--- src/hdl/sab_pkg.sv ---
// types and constants shared by the suffix automaton builder
// depends on nothing; used by sab_ctrl, sab_datapath and the top level
package sab_pkg;

    // capacity and alphabet, fixed by the port widths
    localparam int MAX_LEN    = 512;
    localparam int MAX_STATES = 1024;
    localparam int ALPHABET   = 64;

    typedef enum logic [1:0] {
        FUNC_APPEND = 2'd0,
        FUNC_FINISH = 2'd1,
        FUNC_CLEAR  = 2'd2,
        FUNC_READ   = 2'd3
    } func_t;

    typedef enum logic [4:0] {
        OP_NONE,
        OP_LATCH,
        OP_ZERO_RES,
        OP_FULL_RES,
        OP_NEW,
        OP_CLR_START,
        OP_ROWCLR,
        OP_WALK_RD,
        OP_WALK_SET,
        OP_TAKE_Q,
        OP_Q_RD,
        OP_LINK_V_Q,
        OP_CLONE1,
        OP_CLONE2,
        OP_CLONE3,
        OP_CP_RD,
        OP_CP_WR,
        OP_REDIR,
        OP_APP_DONE,
        OP_FIN_START,
        OP_TERM_CLR,
        OP_FP_MARK,
        OP_FP_NEXT,
        OP_REP_RD,
        OP_REP_OUT
    } dp_op_t;

    typedef enum logic [4:0] {
        S_INIT,
        S_INIT_SWEEP,
        S_IDLE,
        S_DISPATCH,
        S_NEW_CLR,
        S_WALK,
        S_WALK_EV,
        S_QRD,
        S_QEV,
        S_CL2,
        S_CL3,
        S_CPRD,
        S_CPWR,
        S_RDR,
        S_RDR_EV,
        S_APP_DONE,
        S_TCLR,
        S_FP,
        S_FP_NEXT,
        S_CCLR,
        S_REP_RD,
        S_REP_OUT
    } ctl_state_t;

    typedef struct packed {
        dp_op_t op;
    } dp_cmd_t;

    typedef struct packed {
        func_t func;
        logic  sym_ok;
        logic  full;
        logic  p_neg;
        logic  p_pos;
        logic  tr_zero;
        logic  tr_eq_q;
        logic  len_match;
        logic  sweep_last;
        logic  k_last;
    } dp_stat_t;

endpackage

--- src/hdl/sab_ctrl.sv ---
// controller state machine of the suffix automaton builder
// depends on sab_pkg; drives sab_datapath through command and status structs
module sab_ctrl
(
    input  logic              clk,
    input  logic              rst_n,
    input  logic              start,
    output logic              busy,
    input  sab_pkg::dp_stat_t stat,
    output sab_pkg::dp_cmd_t  cmd
);

    sab_pkg::ctl_state_t state_reg;
    sab_pkg::ctl_state_t state_next;

    always_ff @(posedge clk or negedge rst_n)
    begin
        if (!rst_n)
        begin
            state_reg <= sab_pkg::S_INIT;
        end
        else
        begin
            state_reg <= state_next;
        end
    end

    always_comb
    begin
        state_next = state_reg;
        cmd.op     = sab_pkg::OP_NONE;
        busy       = 1'b1;
        case (state_reg)
            sab_pkg::S_INIT:
            begin
                cmd.op     = sab_pkg::OP_CLR_START;
                state_next = sab_pkg::S_INIT_SWEEP;
            end
            sab_pkg::S_INIT_SWEEP:
            begin
                cmd.op = sab_pkg::OP_ROWCLR;
                if (stat.sweep_last)
                begin
                    state_next = sab_pkg::S_IDLE;
                end
            end
            sab_pkg::S_IDLE:
            begin
                busy = 1'b0;
                if (start)
                begin
                    cmd.op     = sab_pkg::OP_LATCH;
                    state_next = sab_pkg::S_DISPATCH;
                end
            end
            sab_pkg::S_DISPATCH:
            begin
                case (stat.func)
                    sab_pkg::FUNC_APPEND:
                    begin
                        if (!stat.sym_ok)
                        begin
                            cmd.op     = sab_pkg::OP_ZERO_RES;
                            state_next = sab_pkg::S_IDLE;
                        end
                        else if (stat.full)
                        begin
                            cmd.op     = sab_pkg::OP_FULL_RES;
                            state_next = sab_pkg::S_IDLE;
                        end
                        else
                        begin
                            cmd.op     = sab_pkg::OP_NEW;
                            state_next = sab_pkg::S_NEW_CLR;
                        end
                    end
                    sab_pkg::FUNC_FINISH:
                    begin
                        cmd.op     = sab_pkg::OP_FIN_START;
                        state_next = sab_pkg::S_TCLR;
                    end
                    sab_pkg::FUNC_CLEAR:
                    begin
                        cmd.op     = sab_pkg::OP_CLR_START;
                        state_next = sab_pkg::S_CCLR;
                    end
                    default:
                    begin
                        cmd.op     = sab_pkg::OP_REP_RD;
                        state_next = sab_pkg::S_REP_OUT;
                    end
                endcase
            end
            sab_pkg::S_NEW_CLR:
            begin
                cmd.op = sab_pkg::OP_ROWCLR;
                if (stat.sweep_last)
                begin
                    state_next = sab_pkg::S_WALK;
                end
            end
            sab_pkg::S_WALK:
            begin
                if (stat.p_neg)
                begin
                    cmd.op     = sab_pkg::OP_APP_DONE;
                    state_next = sab_pkg::S_IDLE;
                end
                else
                begin
                    cmd.op     = sab_pkg::OP_WALK_RD;
                    state_next = sab_pkg::S_WALK_EV;
                end
            end
            sab_pkg::S_WALK_EV:
            begin
                if (stat.tr_zero)
                begin
                    cmd.op     = sab_pkg::OP_WALK_SET;
                    state_next = sab_pkg::S_WALK;
                end
                else
                begin
                    cmd.op     = sab_pkg::OP_TAKE_Q;
                    state_next = sab_pkg::S_QRD;
                end
            end
            sab_pkg::S_QRD:
            begin
                cmd.op     = sab_pkg::OP_Q_RD;
                state_next = sab_pkg::S_QEV;
            end
            sab_pkg::S_QEV:
            begin
                if (stat.len_match)
                begin
                    cmd.op     = sab_pkg::OP_LINK_V_Q;
                    state_next = sab_pkg::S_APP_DONE;
                end
                else
                begin
                    cmd.op     = sab_pkg::OP_CLONE1;
                    state_next = sab_pkg::S_CL2;
                end
            end
            sab_pkg::S_CL2:
            begin
                cmd.op     = sab_pkg::OP_CLONE2;
                state_next = sab_pkg::S_CL3;
            end
            sab_pkg::S_CL3:
            begin
                cmd.op     = sab_pkg::OP_CLONE3;
                state_next = sab_pkg::S_CPRD;
            end
            sab_pkg::S_CPRD:
            begin
                cmd.op     = sab_pkg::OP_CP_RD;
                state_next = sab_pkg::S_CPWR;
            end
            sab_pkg::S_CPWR:
            begin
                cmd.op     = sab_pkg::OP_CP_WR;
                state_next = stat.sweep_last ? sab_pkg::S_RDR : sab_pkg::S_CPRD;
            end
            sab_pkg::S_RDR:
            begin
                if (stat.p_neg)
                begin
                    cmd.op     = sab_pkg::OP_APP_DONE;
                    state_next = sab_pkg::S_IDLE;
                end
                else
                begin
                    cmd.op     = sab_pkg::OP_WALK_RD;
                    state_next = sab_pkg::S_RDR_EV;
                end
            end
            sab_pkg::S_RDR_EV:
            begin
                if (stat.tr_eq_q)
                begin
                    cmd.op     = sab_pkg::OP_REDIR;
                    state_next = sab_pkg::S_RDR;
                end
                else
                begin
                    cmd.op     = sab_pkg::OP_APP_DONE;
                    state_next = sab_pkg::S_IDLE;
                end
            end
            sab_pkg::S_APP_DONE:
            begin
                cmd.op     = sab_pkg::OP_APP_DONE;
                state_next = sab_pkg::S_IDLE;
            end
            sab_pkg::S_TCLR:
            begin
                cmd.op = sab_pkg::OP_TERM_CLR;
                if (stat.k_last)
                begin
                    state_next = sab_pkg::S_FP;
                end
            end
            sab_pkg::S_FP:
            begin
                if (stat.p_pos)
                begin
                    cmd.op     = sab_pkg::OP_FP_MARK;
                    state_next = sab_pkg::S_FP_NEXT;
                end
                else
                begin
                    cmd.op     = sab_pkg::OP_REP_RD;
                    state_next = sab_pkg::S_REP_OUT;
                end
            end
            sab_pkg::S_FP_NEXT:
            begin
                cmd.op     = sab_pkg::OP_FP_NEXT;
                state_next = sab_pkg::S_FP;
            end
            sab_pkg::S_CCLR:
            begin
                cmd.op = sab_pkg::OP_ROWCLR;
                if (stat.sweep_last)
                begin
                    state_next = sab_pkg::S_REP_RD;
                end
            end
            sab_pkg::S_REP_RD:
            begin
                cmd.op     = sab_pkg::OP_REP_RD;
                state_next = sab_pkg::S_REP_OUT;
            end
            sab_pkg::S_REP_OUT:
            begin
                cmd.op     = sab_pkg::OP_REP_OUT;
                state_next = sab_pkg::S_IDLE;
            end
            default:
            begin
                state_next = sab_pkg::S_INIT;
            end
        endcase
    end

endmodule

--- config.mk ---
export PLATFORM = sky130hd
export DESIGN_NAME = sab_ctrl
export DESIGN_NICKNAME = d
export VERILOG_FILES = /design/src/hdl/sab_pkg.sv /design/src/hdl/sab_ctrl.sv
export SDC_FILE = /design/constraint.sdc
export NUM_CORES = 1
export LEC_CHECK = 0
export ABC_AREA = 1
export BUFFER_PORTS_ARGS = -buffer_cell sky130_fd_sc_hd__buf_4
export CORE_UTILIZATION = 58
export CTS_CLUSTER_DIAMETER = 200
export CTS_CLUSTER_SIZE = 8
export DETAILED_ROUTE_END_ITERATION = 10
export PLACE_DENSITY = 0.84
export SLEW_MARGIN = 20
export SYNTH_ARGS = -nofsm -noshare
export SYNTH_HDL_FRONTEND = slang
export SYNTH_SLANG_ARGS = --single-unit
--- constraint.sdc ---
create_clock -name clk -period 2.5 [get_ports clk]
set_input_delay 0.125 -clock clk [delete_from_list [all_inputs] [get_ports clk]]
set_output_delay 0.125 -clock clk [all_outputs]
set_load 0.05 [all_outputs]
# == After elaboration in Yosys (flattened, before gate mapping) ==
# Cells that the tools add are included.
# classes
n_mux,27
n_reduce_logical,6
eq_ne,28
# op_table
op,count
$pmux 5 s21,1
$pmux 5 s19,1
$eq 5x4->1 const B,8
$eq 5x5->1 const B,6
$mux 5,6
$pmux 5 s3,2
$mux 3,9
$eq 5x3->1 const B,4
$eq 5x2->1 const B,2
$ne 2x2->1 const B,5
$mux 4,2
$mux 2,3
$eq 5x1->1 const B,1
$logic_not 5->1,1
$reduce_and 5->1,1
$reduce_or 2->1,2
$mux 1,3
$reduce_or 3->1,1
$eq 2x1->1 const B,1
$eq 2x2->1 const B,1
$logic_not 2->1,1
# word_totals
reg_bits,5
wordCells,62

# == Depth between registers and ports, before layout ==
# depth
depth_word,4
depth_mapped,10
mapped_depth_nobuf,9

# == Worst setup path before layout ==
# OpenSTA, ideal clock, no wires.
# synth_path
kind,register to output
start,reg state_reg[0]
end,out cmd[1] in the netlist's numbering
setup_slack_ps,890
stages_incl_launch_ff,8
t_arrival_ps,1485
t_required_ps,2375
path_cell_list,dfrtp_1 -> inv_2 -> nor2_2 -> buf_4 -> nand3_1 -> nand2_1 -> nor3_1 -> nand4_1
# synth_lines
element,line_no,rtl
start: declaration,sab_ctrl.sv:13,sab_pkg::ctl_state_t state_reg;
start signal: assignment,sab_ctrl.sv:20,state_reg <= sab_pkg::S_INIT;
start signal: assignment,sab_ctrl.sv:24,state_reg <= state_next;
end: declaration,sab_ctrl.sv:10,output sab_pkg::dp_cmd_t cmd

==> results.json <==
{
  "status": "finished, final reports clean",
  "synth_cell_types": 24,
  "grt_use_total": 0.352,
  "finalCriticalPeriod_ns": 2.08,
  "hold_class": "in2reg",
  "cts-root-buf": "clkbuf_4",
  "fin_total_pwr_w": 0.00146,
  "design_area_mm2": 0.00109,
  "mostFrequentLayoutCells": "nand2_1, nand3_1, nor2_1, buf_4, inv_1",
  "crit_arrival_ns": 1.95,
  "grt_max_degree": 15,
  "yosysSeqAreaShare": 0.135,
  "cts_setup_buffers": 0,
  "crit_chain": "inv_2, nand3_1, nand3_2, nor2_1, nand4_1, buf_4",
  "grt_pass1_vias": 1084,
  "start_kind": "register",
  "leakagePower_nw": 0.607,
  "cts_tree": "done",
  "end_kind": "output port",
  "syn-num-nets": 180,
  "worst_pin_slew_ns": 0.500,
  "vias": 1223,
  "r2r_cells": 7,
  "fin_crit_sh": 0.831,
  "clock_path_buffers": 2,
  "via_per_inst": 6.18,
  "path_max_fanout": 14,
  "setup_tns_ns": 0,
  "initial_core_util": 0.615,
  "place_congestion": 1.03,
  "cts-hold-fix-buffers": 1,
  "die_w_um": 42.0,
  "drv_slew": 0,
  "syn_inst": 162,
  "ioPinCount": 20,
  "r2r_slack_ns": 0.78,
  "numPortBuffers": 19,
  "die_h_um": 42.0,
  "grt_pass1_wl_um": 4790,
  "num_rows": 14,
  "ys_seq_elements": 5,
  "crit_required_ns": 2.38,
  "n_antenna_cell": 0,
  "antenna_found_initial": 0,
  "final_common_cell": "nand2_1",
  "slew_headroom": 0.667,
  "drcViolationCount": 0,
  "area_delta_synth_final_pct": 17.8,
  "clock_skew_ns": 0.00470,
  "largest_reg_flops": 5,
  "die_area_mm2": 0.00176,
  "ant_nets": 0,
  "drt_wl_total_um": 2760,
  "synth.avg_cell_area_um2": 5.72,
  "syn_area_um2": 927,
  "rsz0062_at_grt": "no",
  "cts_sinks": 5,
  "top_layer": "met4",
  "reg2reg_from": "state_reg[4]",
  "dp_hpwl_um": 2240,
  "met1_length_um": 1120,
  "cts_inserted_buffers": 3,
  "htree_num_levels": 1,
  "cpMaxStageDelayCell": "dfrtp_1",
  "cts.clk_slew.worst_paths_ns": 0.04,
  "synth.yosys.warnings": 0,
  "reg2reg_to": "state_reg[1]",
  "path_class": "reg2out",
  "peakVddDrop_uv": 903,
  "hold_viol": 0,
  "num-nets-final": 201,
  "wl_met2_um": 1270,
  "first_iter_violations": 59,
  "cts_resized": 0,
  "hold_depth": 2,
  "globalRouteOverflowTotal": 0,
  "placed_area_mm2": 0.00106,
  "max_freq_mhz": 482,
  "holdPathEnd": "state_reg[3]",
  "wl_per_cell_um": 13.9,
  "finalSetupViolations": 0,
  "drv_cap": 0,
  "insertion_delay_ns": 0.25,
  "power.density_mw_per_mm2": 1330,
  "min-delay-start": "stat[6]",
  "cpPeakStageDelay_ns": 0.65,
  "met3_length_um": 286,
  "core_mm2": 0.00151,
  "dr.pass1.iters": 4,
  "post_route_cells_drive_above_1_share": 0.203
}
==> cells by family (layout without fill, tap and decap cells) <==
| logic type | after synthesis | after routing | share of synthesized area |
|---|---|---|---|
| and+or+nand+nor | 109 | 109 | 0.572 |
| adders and majority gates | 4 | 4 | 0.0540 |
| DFF | 5 | 5 | 0.135 |
| AOI/OAI and AO/OA | 18 | 18 | 0.113 |
| buffers and inverters | 26 | 46 | 0.125 |
==> routing by layer <==
layer,track usage,up-vias
met5,0,-
met4,0.142,0
met3,0.0991,15
met2,0.547,92
met1,0.458,533
li1,-,583
==> critical path, delay by kind of cell, from the launching register on <==
family	cells	cell delay, ns
buffers and inverters	2	0.43
DFF	1	0.65
and+or+nand+nor	4	0.62
==> report_power, final <==
part           total [W]  internal (W)  switching (W)
registers       0.000200      0.000117      0.0000834
logic            0.00116      0.000344       0.000816
clock network  0.0000966     0.0000605      0.0000361
total            0.00146      0.000521       0.000936
==> worst max-delay path by stage <==
stage / from / end / slack (ns) / depth (start not counted)
after global routing: state_reg[2] / cmd[4] / 0.25 / 7
after detailed placement: state_reg[2] / cmd[1] / 0.75 / 7
after global placement: state_reg[2] / cmd[1] / 0.71 / 7
final: state_reg[4] / cmd[1] / 0.42 / 6
after floorplan: state_reg[0] / cmd[1] / 0.89 / 7
after CTS: state_reg[2] / cmd[1] / 0.46 / 7
==> synthesized netlist by cell type <==
master | n | area share
inv_2 | 4 | 0.016
nand2_2 | 2 | 0.013
or2_1 | 1 | 0.0068
nor2_4 | 3 | 0.036
nand4_1 | 8 | 0.054
ha_1 | 4 | 0.054
buf_4 | 3 | 0.024
nand3_1 | 27 | 0.15
buf_6 | 1 | 0.012
nor2_2 | 3 | 0.020
o21ai_0 | 7 | 0.038
o2111ai_1 | 1 | 0.0094
a21oi_2 | 1 | 0.0094
dfrtp_1 | 5 | 0.13
o211ai_1 | 3 | 0.024
inv_1 | 18 | 0.073
a21oi_1 | 6 | 0.032
nor2_1 | 19 | 0.077
nand2_1 | 37 | 0.15
nor3_1 | 3 | 0.016
nand3b_1 | 2 | 0.016
nand3_2 | 1 | 0.011
nand2_4 | 1 | 0.012
and3_1 | 2 | 0.013
==> cell type report <==
class	instances	area, um^2
fillers	139	414
inverters	22	82.6
clock buffers	4	26.3
well taps	16	20.0
flip-flops and latches	5	125
repair buffers	20	153
multi-input cells	131	686
==> through the flow <==
stage               hold WS (ns)   util  setup slack, ns  cells
floorplan                 -0.171      -            0.890    162
global placement         -0.0712  0.701            0.714    193
detailed placement       -0.0696  0.701            0.755    193
CTS                        0.129  0.725            0.464    198
global route               0.151  0.725            0.246    198
finish                     0.141  0.725            0.424    198
No activity file was read; power rests on OpenSTA's default activity.
